### config.mk
export PLATFORM = sky130hd
export DESIGN_NAME = multichannel_fader_smoother
export DESIGN_NICKNAME = d
export VERILOG_FILES = /design/src/hdl/mfs_pkg.sv /design/src/hdl/mfs_ram.sv /design/src/hdl/multichannel_fader_smoother.sv
export VERILOG_INCLUDE_DIRS = /design/src /design/src/hdl
export SDC_FILE = /design/constraint.sdc
export NUM_CORES = 2
export LEC_CHECK = 0
export ABC_AREA = 1
export BUFFER_PORTS_ARGS = -buffer_cell sky130_fd_sc_hd__buf_2
export CAP_MARGIN = 40
export CORE_UTILIZATION = 60
export CTS_CLUSTER_DIAMETER = 200
export DETAILED_ROUTE_END_ITERATION = 8
export PLACE_DENSITY_LB_ADDON = 0.3
export SYNTH_ARGS = -nofsm -noshare
export SYNTH_HDL_FRONTEND = slang
export SYNTH_SLANG_ARGS = --single-unit
### constraint.sdc
create_clock -name clock -period 16.65 [get_ports clock]
set_clock_uncertainty 0.2 [all_clocks]
set_input_delay 1.665 -clock clock [delete_from_list [all_inputs] [get_ports clock]]
set_output_delay 1.665 -clock clock [all_outputs]
set_load 0.02 [all_outputs]
### src/hdl/multichannel_fader_smoother_defines.svh
// assertion macros for the fader smoother
`ifndef MULTICHANNEL_FADER_SMOOTHER_DEFINES_SVH
`define MULTICHANNEL_FADER_SMOOTHER_DEFINES_SVH

// same-cycle implication, checked outside reset
`define MFS_ASSERT_IMP(lbl, clk, rst, ante, cons, msg) \
   lbl: assert property (@(posedge clk) disable iff (rst) (ante) |-> (cons)) else $error(msg);

// next-cycle implication, checked outside reset
`define MFS_ASSERT_NEXT(lbl, clk, rst, ante, cons, msg) \
   lbl: assert property (@(posedge clk) disable iff (rst) (ante) |=> (cons)) else $error(msg);

`endif

### src/hdl/mfs_pkg.sv
// package for the fader smoother: widths, codes and the alpha rom
`default_nettype none

package mfs_pkg;

   localparam int MAX_MOTORS_DEF = 32;
   localparam int FRAC_BITS_DEF  = 16;

   localparam int FADER_W   = 14;
   localparam int DIAL_W    = 7;
   localparam int CHAN_W    = 3;
   localparam int MOTOR_W   = 5;
   localparam int CNT_W     = 6;
   localparam int REQ_W     = 32;
   localparam int RSP_W     = 24;

   localparam logic [CNT_W-1:0]   CNT_RESET = CNT_W'(8);
   localparam logic [FADER_W-1:0] FADER_MAX = {FADER_W{1'b1}};

   // alpha is unsigned Q0.16, one extra bit for exactly 1.0
   localparam int ALPHA_FRAC  = 16;
   localparam int ALPHA_W     = ALPHA_FRAC + 1;
   localparam int DIAL_DEPTH  = 1 << DIAL_W;
   localparam logic [ALPHA_W-1:0] ALPHA_ONE = ALPHA_W'(1) << ALPHA_FRAC;
   localparam logic [ALPHA_W-1:0] ALPHA_MIN = ALPHA_W'(66);

   localparam logic CMD_CHANNEL = 1'b0;
   localparam logic CMD_TICK    = 1'b1;

   // elaboration-time build of alpha per dial setting (dt = 5 ms, tau from dial)
   function automatic logic [ALPHA_W*DIAL_DEPTH-1:0] build_alpha_rom();
      logic [ALPHA_W*DIAL_DEPTH-1:0] rom;
      logic [127:0] x;
      logic [127:0] dd;
      logic [127:0] num;
      logic [127:0] rem;
      logic [127:0] y2;
      logic [127:0] y3;
      logic [127:0] y4;
      logic [127:0] e;
      logic [127:0] eq;
      logic [127:0] a;
      int d;
      int i;
      int k;
      int b;
      rom = '0;
      for (d = 0; d < DIAL_DEPTH; d++) begin
         if (d == 0) begin
            a = 128'(ALPHA_ONE);
         end else begin
            dd  = 128'(600) * 128'(d) * 128'(d);
            num = 128'd16129 << 32;
            // restoring long division, the quotient fits in 47 bits
            x   = '0;
            rem = '0;
            for (b = 46; b >= 0; b--) begin
               rem = {rem[126:0], num[b]};
               if (rem >= dd) begin
                  rem  = rem - dd;
                  x[b] = 1'b1;
               end
            end
            if (x >= (128'd16 << 32)) begin
               a = 128'(ALPHA_ONE);
            end else begin
               k = 0;
               for (i = 0; i < 16; i++) begin
                  if (x >= (128'd1 << 28)) begin
                     x = x >> 1;
                     k = k + 1;
                  end
               end
               y2 = (x * x) >> 32;
               y3 = (y2 * x) >> 32;
               y4 = (y3 * x) >> 32;
               e  = (128'd1 << 32) - x + y2 / 2 - y3 / 6 + y4 / 24;
               e  = e & ((128'd1 << 64) - 128'd1);
               for (i = 0; i < 16; i++) begin
                  if (i < k) e = (e * e) >> 32;
               end
               eq = (e + (128'd1 << 15)) >> 16;
               a  = (eq >= 128'(ALPHA_ONE)) ? 128'd0 : 128'(ALPHA_ONE) - eq;
               if (a < 128'(ALPHA_MIN)) a = 128'(ALPHA_MIN);
            end
         end
         rom[d*ALPHA_W +: ALPHA_W] = a[ALPHA_W-1:0];
      end
      return rom;
   endfunction

   localparam logic [ALPHA_W*DIAL_DEPTH-1:0] ALPHA_ROM = build_alpha_rom();

endpackage

`default_nettype wire

### src/hdl/mfs_ram.sv
// generic single-write, single-read ram with registered read data
`default_nettype none

module mfs_ram import mfs_pkg::*; #(
   parameter int WIDTH = 8,
   parameter int DEPTH = MAX_MOTORS_DEF,
   localparam int AW = (DEPTH > 1) ? $clog2(DEPTH) : 1
) (
   input  wire logic             clock,
   input  wire logic             wr_en,
   input  wire logic [AW-1:0]    wr_addr,
   input  wire logic [WIDTH-1:0] wr_data,
   input  wire logic             rd_en,
   input  wire logic [AW-1:0]    rd_addr,
   output logic      [WIDTH-1:0] rd_data
);

   logic [WIDTH-1:0] mem_ff [DEPTH];
   logic [WIDTH-1:0] rd_data_ff;

   always_ff @(posedge clock) begin
      if (wr_en) begin
         mem_ff[wr_addr] <= wr_data;
      end
      if (rd_en) begin
         rd_data_ff <= mem_ff[rd_addr];
      end
   end

   assign rd_data = rd_data_ff;

endmodule

`default_nettype wire

### src/hdl/multichannel_fader_smoother.sv
// Multichannel fader smoother, top level.
// Channel transfer: state written at the accepting edge.
// Tick transfer: walks min(count, MAX_MOTORS) motor slots one per cycle through the state
// rams; no new transfer is taken until the walk and the read/evaluate/multiply stages drain.
// The walk and the read/evaluate/multiply/write-back pipeline stall on rsp_tready.
// Synchronous reset clears flags, pipeline and sets motor count to 8; rams are not cleared.
`default_nettype none
`include "multichannel_fader_smoother_defines.svh"

module multichannel_fader_smoother import mfs_pkg::*; #(
   parameter int MAX_MOTORS = MAX_MOTORS_DEF,
   parameter int FRAC_BITS  = FRAC_BITS_DEF
) (
   input  wire logic             clock,
   input  wire logic             reset,
   // frame_start, channel, select_button, bank_low, bank_high, fader_raw, dial_raw, zero pad
   input  wire logic [REQ_W-1:0] req_tdata,
   // cmd
   input  wire logic             req_tuser,
   input  wire logic             req_tvalid,
   output logic                  req_tready,
   // motor slot, smoothed_value, zero pad
   output logic      [RSP_W-1:0] rsp_tdata,
   output logic                  rsp_tlast,
   output logic                  rsp_tvalid,
   input  wire logic             rsp_tready,
   input  wire logic             csr_wr_en,
   input  wire logic [CNT_W-1:0] csr_wr_data
);

   localparam int IW      = (MAX_MOTORS > 1) ? $clog2(MAX_MOTORS) : 1;
   localparam int CUR_W   = FADER_W + FRAC_BITS;
   localparam int PROD_W  = CUR_W + ALPHA_FRAC;
   localparam int TD_W    = FADER_W + DIAL_W;
   localparam logic [CUR_W-1:0]  HALF_LSB   = CUR_W'(1) << (FRAC_BITS - 1);
   localparam logic [PROD_W:0]   ALPHA_HALF = (PROD_W + 1)'(1) << (ALPHA_FRAC - 1);
   localparam logic [CNT_W-1:0]  MAX_CNT    = CNT_W'(MAX_MOTORS);

   // request fields
   logic                 req_frame_start;
   logic [CHAN_W-1:0]    req_channel;
   logic                 req_select;
   logic                 req_bank_low;
   logic                 req_bank_high;
   logic [FADER_W-1:0]   req_fader;
   logic [DIAL_W-1:0]    req_dial;
   logic [MOTOR_W-1:0]   req_motor;

   assign req_frame_start = req_tdata[0];
   assign req_channel     = req_tdata[3:1];
   assign req_select      = req_tdata[4];
   assign req_bank_low    = req_tdata[5];
   assign req_bank_high   = req_tdata[6];
   assign req_fader       = req_tdata[20:7];
   assign req_dial        = req_tdata[27:21];
   assign req_motor       = {req_bank_high, req_bank_low, req_channel};

   logic [CNT_W-1:0]      count_ff;
   logic [CNT_W-1:0]      eff_count;
   logic [MAX_MOTORS-1:0] active_ff, active_in;
   logic [MAX_MOTORS-1:0] started_ff, started_in;

   logic walk_ff;
   logic [CNT_W-1:0] idx_ff;

   logic             rd_valid_ff;
   logic [IW-1:0]    rd_idx_ff;
   logic             rd_last_ff;

   logic             ev_valid_ff;
   logic [IW-1:0]    ev_idx_ff;
   logic             ev_last_ff;
   logic [CUR_W-1:0] ev_tgt_ff, ev_tgt_in;
   logic [CUR_W-1:0] ev_cur_ff;
   logic [CUR_W-1:0] ev_mag_ff, ev_mag_in;
   logic             ev_up_ff, ev_up_in;
   logic             ev_snap_ff, ev_snap_in;
   logic [ALPHA_FRAC-1:0] ev_alpha_ff;

   logic              mul_valid_ff;
   logic [IW-1:0]     mul_idx_ff;
   logic              mul_last_ff;
   logic [CUR_W-1:0]  mul_tgt_ff;
   logic [CUR_W-1:0]  mul_cur_ff;
   logic              mul_up_ff;
   logic              mul_snap_ff;
   logic [PROD_W-1:0] mul_prod_ff;

   logic               out_valid_ff;
   logic [MOTOR_W-1:0] out_idx_ff;
   logic [FADER_W-1:0] out_val_ff, out_val_in;
   logic               out_last_ff;

   logic req_accept;
   logic is_channel;
   logic is_tick;
   logic motor_ok;
   logic adv;
   logic issue;
   logic later_active;

   logic [TD_W-1:0]  td_rd_data;
   logic [CUR_W-1:0] cur_rd_data;
   logic [ALPHA_W-1:0] alpha_rd;

   logic [PROD_W:0]  step_sum;
   logic [CUR_W:0]   step;
   logic [CUR_W-1:0] new_cur;
   logic [CUR_W:0]   round_sum;
   logic [FADER_W:0] rounded;

   logic             wb_en;
   logic             ch_cur_wr;
   logic             cur_wr_en;
   logic [IW-1:0]    cur_wr_addr;
   logic [CUR_W-1:0] cur_wr_data;

   assign eff_count  = (count_ff > MAX_CNT) ? MAX_CNT : count_ff;
   assign req_tready = !(walk_ff || rd_valid_ff || ev_valid_ff || mul_valid_ff);
   assign req_accept = req_tvalid && req_tready;
   assign is_channel = req_accept && (req_tuser == CMD_CHANNEL);
   assign is_tick    = req_accept && (req_tuser == CMD_TICK);
   assign motor_ok   = req_select && ({1'b0, req_motor} < eff_count);
   assign adv        = !out_valid_ff || rsp_tready;
   assign issue      = walk_ff && active_ff[idx_ff[IW-1:0]];

   // is any active motor still ahead of the walk
   always_comb begin
      later_active = 1'b0;
      for (int j = 0; j < MAX_MOTORS; j++) begin
         if (active_ff[j] && (CNT_W'(j) > idx_ff) && (CNT_W'(j) < eff_count)) begin
            later_active = 1'b1;
         end
      end
   end

   always_comb begin
      active_in  = active_ff;
      started_in = started_ff;
      if (is_channel) begin
         if (req_frame_start) active_in = '0;
         if (motor_ok) begin
            active_in[req_motor[IW-1:0]]  = 1'b1;
            started_in[req_motor[IW-1:0]] = 1'b1;
         end
      end
   end

   always_ff @(posedge clock) begin
      if (reset) begin
         count_ff   <= CNT_RESET;
         active_ff  <= '0;
         started_ff <= '0;
      end else begin
         if (csr_wr_en) count_ff <= csr_wr_data;
         active_ff  <= active_in;
         started_ff <= started_in;
      end
   end

   // motor walk
   always_ff @(posedge clock) begin
      if (reset) begin
         walk_ff <= 1'b0;
         idx_ff  <= '0;
      end else if (is_tick) begin
         walk_ff <= (eff_count != '0);
         idx_ff  <= '0;
      end else if (walk_ff && adv) begin
         idx_ff <= idx_ff + CNT_W'(1);
         if (idx_ff + CNT_W'(1) == eff_count) walk_ff <= 1'b0;
      end
   end

   // state rams: target with dial, and current value
   mfs_ram #(
      .WIDTH (TD_W),
      .DEPTH (MAX_MOTORS)
   ) u_td_ram (
      .clock   (clock),
      .wr_en   (is_channel && motor_ok),
      .wr_addr (req_motor[IW-1:0]),
      .wr_data ({req_dial, req_fader}),
      .rd_en   (issue && adv),
      .rd_addr (idx_ff[IW-1:0]),
      .rd_data (td_rd_data)
   );

   assign ch_cur_wr   = is_channel && motor_ok && !started_ff[req_motor[IW-1:0]];
   assign wb_en       = mul_valid_ff && adv;
   assign cur_wr_en   = ch_cur_wr || wb_en;
   assign cur_wr_addr = wb_en ? mul_idx_ff : req_motor[IW-1:0];
   assign cur_wr_data = wb_en ? new_cur : {req_fader, FRAC_BITS'(0)};

   mfs_ram #(
      .WIDTH (CUR_W),
      .DEPTH (MAX_MOTORS)
   ) u_cur_ram (
      .clock   (clock),
      .wr_en   (cur_wr_en),
      .wr_addr (cur_wr_addr),
      .wr_data (cur_wr_data),
      .rd_en   (issue && adv),
      .rd_addr (idx_ff[IW-1:0]),
      .rd_data (cur_rd_data)
   );

   // evaluate: error magnitude, direction, snap and alpha lookup
   always_comb begin
      ev_tgt_in  = {td_rd_data[FADER_W-1:0], FRAC_BITS'(0)};
      alpha_rd   = ALPHA_ROM[td_rd_data[TD_W-1:FADER_W]*ALPHA_W +: ALPHA_W];
      ev_up_in   = ev_tgt_in >= cur_rd_data;
      ev_mag_in  = ev_up_in ? (ev_tgt_in - cur_rd_data) : (cur_rd_data - ev_tgt_in);
      ev_snap_in = (ev_mag_in <= HALF_LSB) || (alpha_rd == ALPHA_ONE);
   end

   // write-back: step toward target, then round and clamp
   always_comb begin
      step_sum  = {1'b0, mul_prod_ff} + ALPHA_HALF;
      step      = step_sum[PROD_W:ALPHA_FRAC];
      if (mul_snap_ff) begin
         new_cur = mul_tgt_ff;
      end else if (mul_up_ff) begin
         new_cur = CUR_W'({1'b0, mul_cur_ff} + step);
      end else begin
         new_cur = CUR_W'({1'b0, mul_cur_ff} - step);
      end
      round_sum  = {1'b0, new_cur} + {1'b0, HALF_LSB};
      rounded    = round_sum[CUR_W:FRAC_BITS];
      out_val_in = rounded[FADER_W] ? FADER_MAX : rounded[FADER_W-1:0];
   end

   always_ff @(posedge clock) begin
      if (reset) begin
         rd_valid_ff  <= 1'b0;
         ev_valid_ff  <= 1'b0;
         mul_valid_ff <= 1'b0;
         out_valid_ff <= 1'b0;
      end else if (adv) begin
         rd_valid_ff  <= issue;
         ev_valid_ff  <= rd_valid_ff;
         mul_valid_ff <= ev_valid_ff;
         out_valid_ff <= mul_valid_ff;
      end
   end

   always_ff @(posedge clock) begin
      if (adv) begin
         rd_idx_ff   <= idx_ff[IW-1:0];
         rd_last_ff  <= !later_active;

         ev_idx_ff   <= rd_idx_ff;
         ev_last_ff  <= rd_last_ff;
         ev_tgt_ff   <= ev_tgt_in;
         ev_cur_ff   <= cur_rd_data;
         ev_mag_ff   <= ev_mag_in;
         ev_up_ff    <= ev_up_in;
         ev_snap_ff  <= ev_snap_in;
         ev_alpha_ff <= alpha_rd[ALPHA_FRAC-1:0];

         mul_idx_ff  <= ev_idx_ff;
         mul_last_ff <= ev_last_ff;
         mul_tgt_ff  <= ev_tgt_ff;
         mul_cur_ff  <= ev_cur_ff;
         mul_up_ff   <= ev_up_ff;
         mul_snap_ff <= ev_snap_ff;
         mul_prod_ff <= ev_mag_ff * ev_alpha_ff;

         out_idx_ff  <= MOTOR_W'(mul_idx_ff);
         out_val_ff  <= out_val_in;
         out_last_ff <= mul_last_ff;
      end
   end

   assign rsp_tvalid = out_valid_ff;
   assign rsp_tlast  = out_last_ff;
   assign rsp_tdata  = {(RSP_W - MOTOR_W - FADER_W)'(0), out_val_ff, out_idx_ff};

   `MFS_ASSERT_IMP(a_last_drains, clock, reset, out_valid_ff && out_last_ff, !rd_valid_ff && !ev_valid_ff && !mul_valid_ff, "result after last of tick")
   `MFS_ASSERT_IMP(a_wb_idle, clock, reset, mul_valid_ff, !req_accept, "transfer taken during write-back")
   `MFS_ASSERT_NEXT(a_empty_tick, clock, reset, is_tick && (eff_count == '0), req_tready, "tick with no motors kept block busy")

endmodule

`default_nettype wire
======== After elaboration in Yosys (flattened, before gate mapping) ========
Memory sizes are Yosys's and may differ from the RTL's. A register that Yosys moved wholly into a read port is not among the register bits.
Index checks and enable logic that the tools add are counted.
Widths: inputs -> output; s select.
storage, ports and cells
  memory bits (writable) .................. 1632
  memory bits (read-only) ................. 0
  input bits .............................. 44
  output and inout bits ................... 27
  memories kept ........................... 2
  logic and storage cells ................. 262
  latch bits .............................. 0
  register bits after elaboration ......... 303
cells by class
  shift operators ......................... 1
  multipliers ............................. 2
  multiplexer cells ....................... 54
  $lt $le $gt $ge ......................... 71
  divide/modulo/power cells ............... 0
  bitwise operators ....................... 3
  add/sub/neg operators ................... 7
  reductions and logical operators ........ 91
  eq/ne operators ......................... 2
memory list
  name              depth  bits a word  rd ports  clocked after memory_dff  wr ports  RTL line       source
  u_cur_ram.mem_ff  32     30           1         1                         1         mfs_ram.sv:18  logic [WIDTH-1:0] mem_ff [DEPTH];
  u_td_ram.mem_ff   32     21           1         1                         1         mfs_ram.sv:18
operator list
  cell                         count
  $shiftx 2176x13->17 const A  1
  $mux 30                      4
  $gt 5x6->1 const A           16
  $lt 5x6->1 const A           16
  $mux 32                      3
  $sub 30x30->30               3
  $logic_and 1x1->1            75
  $or 32x32->32                2
  $gt 4x6->1 const A           8
  $lt 4x6->1 const A           8
  $add 46x16->46 const B       1
  $mul 30x16->46               1
  $mux 1                       42
  $add 30x16->31 const B       1
  $add 30x30->30               1
  $ge 30x30->1                 1
  $le 30x16->1 const B         1
  $gt 3x6->1 const A           4
  $lt 3x6->1 const A           4
  $eq 17x17->1 const B         1
  $gt 1x6->1 const A           2
  $gt 2x6->1 const A           2
  $lt 1x6->1 const A           2
  $lt 2x6->1 const A           2
  other kinds (18)             30

======== Longest topological paths before layout ========
  depth after elaboration ................. 37
  mapped depth ............................ 34
  gate-level depth less buffers ........... 34

======== Modules after synthesis ========
Synthesis repeated with hierarchy kept, for this count alone.
second synthesis, totals
  cells, all modules ...................... 10097
  area, all modules ....................... 101404.8 um^2
by module, submodules not included
  module                       area an instance (um^2)  seq. area each (um^2)  times used  cells each
  mfs_ram (u_cur_ram)          39670.5                  29728.5                1           3319
  multichannel_fader_smoother  33957.6                  7807.5                 1           4440
  mfs_ram (u_td_ram)           27776.6                  20810.0                1           2338

======== Worst setup path after synthesis ========
OpenSTA, ideal clock, no wires.
  path type ............................... input port to flip-flop
  from .................................... in rsp_tready
  to ...................................... reg u_cur_ram.rd_data_ff[0] (netlist: u_cur_ram.rd_data[0]) (read register of u_cur_ram.mem_ff), enable pin
  path buffers ............................ 0
  setup time .............................. 405 ps
  stages .................................. 5
  slack ................................... 8017 ps
  required time ........................... 16045 ps
  data arrival time ....................... 8027 ps
  cells stage by stage .................... nor2_1 > inv_1 > nand2_1 > or2_2 > inv_1
on the way
  cells in the longest elaborated chain, start to end .. 2
ends and longest elaborated chain
  item                 RTL line                            source
  start, declared      multichannel_fader_smoother.sv:26   input wire logic rsp_tready,
  $logic_or 1x1->1     multichannel_fader_smoother.sv:124  assign adv = !out_valid_ff || rsp_tready;
  $logic_and 1x1->1    multichannel_fader_smoother.sv:203  .rd_en (issue && adv),
  via u_cur_ram.rd_en  mfs_ram.sv:13                       input wire logic rd_en,
  end, declared        mfs_ram.sv:19                       logic [WIDTH-1:0] rd_data_ff;
The timed path passes the listed nets, and every way through them passes these cells.
A chain may end at the register's enable or synchronous reset.

======== Worst setup path in the final report ========
  from .................................... reg ev_mag_ff[5]
  to ...................................... reg mul_prod_ff[35], data pin
on the way
  cells in the longest elaborated chain, start to end .. 1
ends and longest elaborated chain
  item                    RTL line                            source
  start, declared         multichannel_fader_smoother.sv:75   logic [CUR_W-1:0] ev_mag_ff, ev_mag_in;
  start signal, assigned  multichannel_fader_smoother.sv:256  ev_mag_ff <= ev_mag_in;
  $mul 30x16->46          multichannel_fader_smoother.sv:267  mul_prod_ff <= ev_mag_ff * ev_alpha_ff;
  end signal, assigned    multichannel_fader_smoother.sv:267
  end, declared           multichannel_fader_smoother.sv:87   logic [PROD_W-1:0] mul_prod_ff;
No other way between the ends.

==> flow_metrics.tcl <==
set metrics [dict create \
    status "finished, final reports clean" \
    slowest_stage "edfxtp_1" \
    ios 71 \
    cts_sinks 1970 \
    wl_per_cell_um 24.7 \
    via_per_inst 6.25 \
    drt-initial-drc-count 9731 \
    final.setup.tns_ps 0 \
    route.detailed.drc 0 \
    hold_start "ev_cur_ff[11]" \
    crit_path_start "ev_mag_ff[5]" \
    setup_violations 0 \
    finalCritPeriodShare 0.432 \
    dp_hpwl_um 175000 \
    r2r-start "ev_mag_ff[5]" \
    crit_buf_inv 3 \
    grt_usage 0.337 \
    cap_viol_max_count 0 \
    synthesis.area_per_instance_um2 10.9 \
    cpPeakStageDelay_ps 890 \
    ant_nets 0 \
    nNetsFinal 9624 \
    syn_to_final_growth_pct 10.2 \
    finalHoldViolations 0 \
    ys_seq_area_frac 0.594 \
    finish.utilization 0.666 \
    power_leakage_nw 42.1 \
    path_clk_slew_ps 60 \
    endpoint_kind "register" \
    path_common_cell "nand2_1" \
    cts_buffers 188 \
    first_pass_iters 9 \
    critical_path.cell_chain "nand2_1 -> fa_1 -> inv_1 -> fa_1 -> inv_1 -> fa_1 -> fa_1 -> inv_1 -> fa_1 -> fa_1 -> ha_1 -> nand2_1 -> nor2_1 -> nand2_1 -> o21ai_1 -> nand3_1 -> nand2_1 -> a21boi_1 -> o21ai_0 -> nand2_1 -> nand2_1 -> nand3_1 -> nand3_1 -> nand2_1" \
    antenna_found_initial 13 \
    required_ps 16990 \
    cts_setup_buffers 0 \
    yosys.cell_types.count 68 \
    worstHoldPathType "reg -> reg" \
    overflow 0 \
    drive_gt1_frac 0.0799 \
    worst_path_dominant_cell_family "adder cells" \
    worstPathMaxFanout 16 \
    num_vias 70882 \
    critPathLaunchType "register" \
    clkLatencyLatePin_ps 820 \
    dieWidth_um 407 \
    worstMarginPinSlew_ps 1120 \
    powerDensity_nw_per_um2 123 \
    h-tree-depth 4 \
    cts.path.max_buffers 3 \
    cts-root-buf "clkbuf_16" \
    core_area_um2 163000 \
    fmax_mhz 139 \
    postCtsHoldBufs 0 \
    rows 148 \
    gp_congestion 0.960 \
    cts_tree "built" \
    synth-seq-cells 1970 \
    start_util 0.604 \
    yosys_warnings 0 \
    synth_area_um2 98300 \
    grt_max_degree 245 \
    grt_pass1_wl_um 415000 \
    slew-limit-headroom 0.255 \
    synthCells 9019 \
    final_max_slew_viol_count 0 \
    wl_um 280000 \
    rsz0062_at_grt "false" \
    crit_arrival_ps 7520 \
    dieArea_um2 165000 \
    synth-edff-count 1889 \
    finalCriticalPeriod_ps 7180 \
    async_flop_share 0 \
    die_h_um 407 \
    crit_type "reg -> reg" \
    grt_pass1_vias 68292 \
    peakVddDrop_uv 148 \
    post_cts_resized 0 \
    io_buffers 61 \
    synth_ff_type "edfxtp_1" \
]
synthesized netlist by cell type (15+ instances only):
master | n | area (µm²)
buf_1 | 21 | 78.8
o22ai_1 | 209 | 1310
o32ai_1 | 29 | 254
o221ai_1 | 148 | 1300
clkbuf_1 | 434 | 1630
o211ai_1 | 45 | 338
o221a_2 | 25 | 282
a31oi_1 | 15 | 93.8
xor2_1 | 78 | 683
o21ai_0 | 955 | 4780
xnor2_1 | 33 | 289
or2_2 | 38 | 238
nor4_1 | 15 | 93.8
nor3_1 | 45 | 225
o2111ai_1 | 15 | 131
nand2_2 | 17 | 106
buf_2 | 16 | 80.1
o21a_1 | 17 | 128
nand4_1 | 77 | 482
dfxtp_1 | 81 | 1620
edfxtp_1 | 1889 | 56700
nand2_1 | 1422 | 5340
nor2_2 | 18 | 113
ha_1 | 194 | 2430
fa_1 | 391 | 7830
a21oi_1 | 275 | 1380
nand3_1 | 172 | 861
inv_1 | 969 | 3640
nor2_1 | 1219 | 4580
metrics by stage:
stage / cell area [µm²] / setup WS, ps / power [mW] / hold slack (ps) / cells
after floorplan: 98300 / 8020 / 7.92 / 200 / 9023
after global placement: 101000 / 9600 / 8.95 / 202 / 10924
after detailed placement: 102000 / 9530 / 9.02 / 205 / 10980
after CTS: 108000 / 9470 / 13.3 / 211 / 11333
after global routing: 108000 / 9170 / 13.8 / 223 / 11338
final: 108000 / 9470 / 13.3 / 217 / 11339
where the power goes:
| group | internal, mW | switching, mW |
|---|---|---|
| combinational | 1.06 | 2.27 |
| clock | 2.43 | 1.88 |
| sequential | 5.56 | 0.0870 |
flip-flops by register name (all words and copies together), names as in the netlist, 16 cells and up:
signal             flops
u_td_ram.mem_ff      672
ev_alpha_ff           16
u_cur_ram.rd_data     30
ev_mag_ff             29
mul_cur_ff            30
u_td_ram.rd_data      21
u_cur_ram.mem_ff     960
active_ff             32
started_ff            32
mul_prod_ff           31
ev_cur_ff             30
final timing paths:
| check | cells after the start | endpoint | slack [ps] |
|---|---|---|---|
| setup reg to reg | 24 | mul_prod_ff[35] | 9470 |
| setup / recovery | 24 | mul_prod_ff[35] | 9470 |
| hold / removal | 0 | mul_cur_ff[11] | 220 |
| hold reg to reg | 0 | mul_cur_ff[11] | 220 |
final cells by class:
cell class	instances	area (µm²)
diodes	6	15.0
flip-flops and latches	1970	58400
repair buffers	261	2470
clock inverters	127	1300
multi-input cells	5592	34800
fillers	11978	54300
clock buffers	226	4920
well taps	2175	2720
inverters	982	3710
metal layers:
metal / vias up / GRT usage / routed length [µm]
li1: 31048 / - / -
met2: 4473 / 0.519 / 127000
met5: - / 0 / 23
met3: 726 / 0.0603 / 31400
met4: 4 / 0.141 / 12300
met1: 34631 / 0.477 / 109000
cell usage in the layout, fill, tap and decap left out, types with 79 or more instances in the layout:
cell and n:
nand3_1 172, o21ai_0 941, fa_1 391, nor2_1 1171
nand2_1 1422, o221ai_1 148, o22ai_1 209, a21oi_1 274
inv_1 962, dfxtp_1 79, ha_1 194, edfxtp_1 1889
buf_4 145, clkbuf_16 191
cells by family after synthesis:
group	after synthesis	synth area share
flops	1970	0.594
xor+xnor	111	0.00989
fa+ha+maj	585	0.104
other cells	1	0.0000382
simple gates	3058	0.126
compound gates	1833	0.110
buf+inv	1461	0.0564
(Power assumes the default switching activity.)
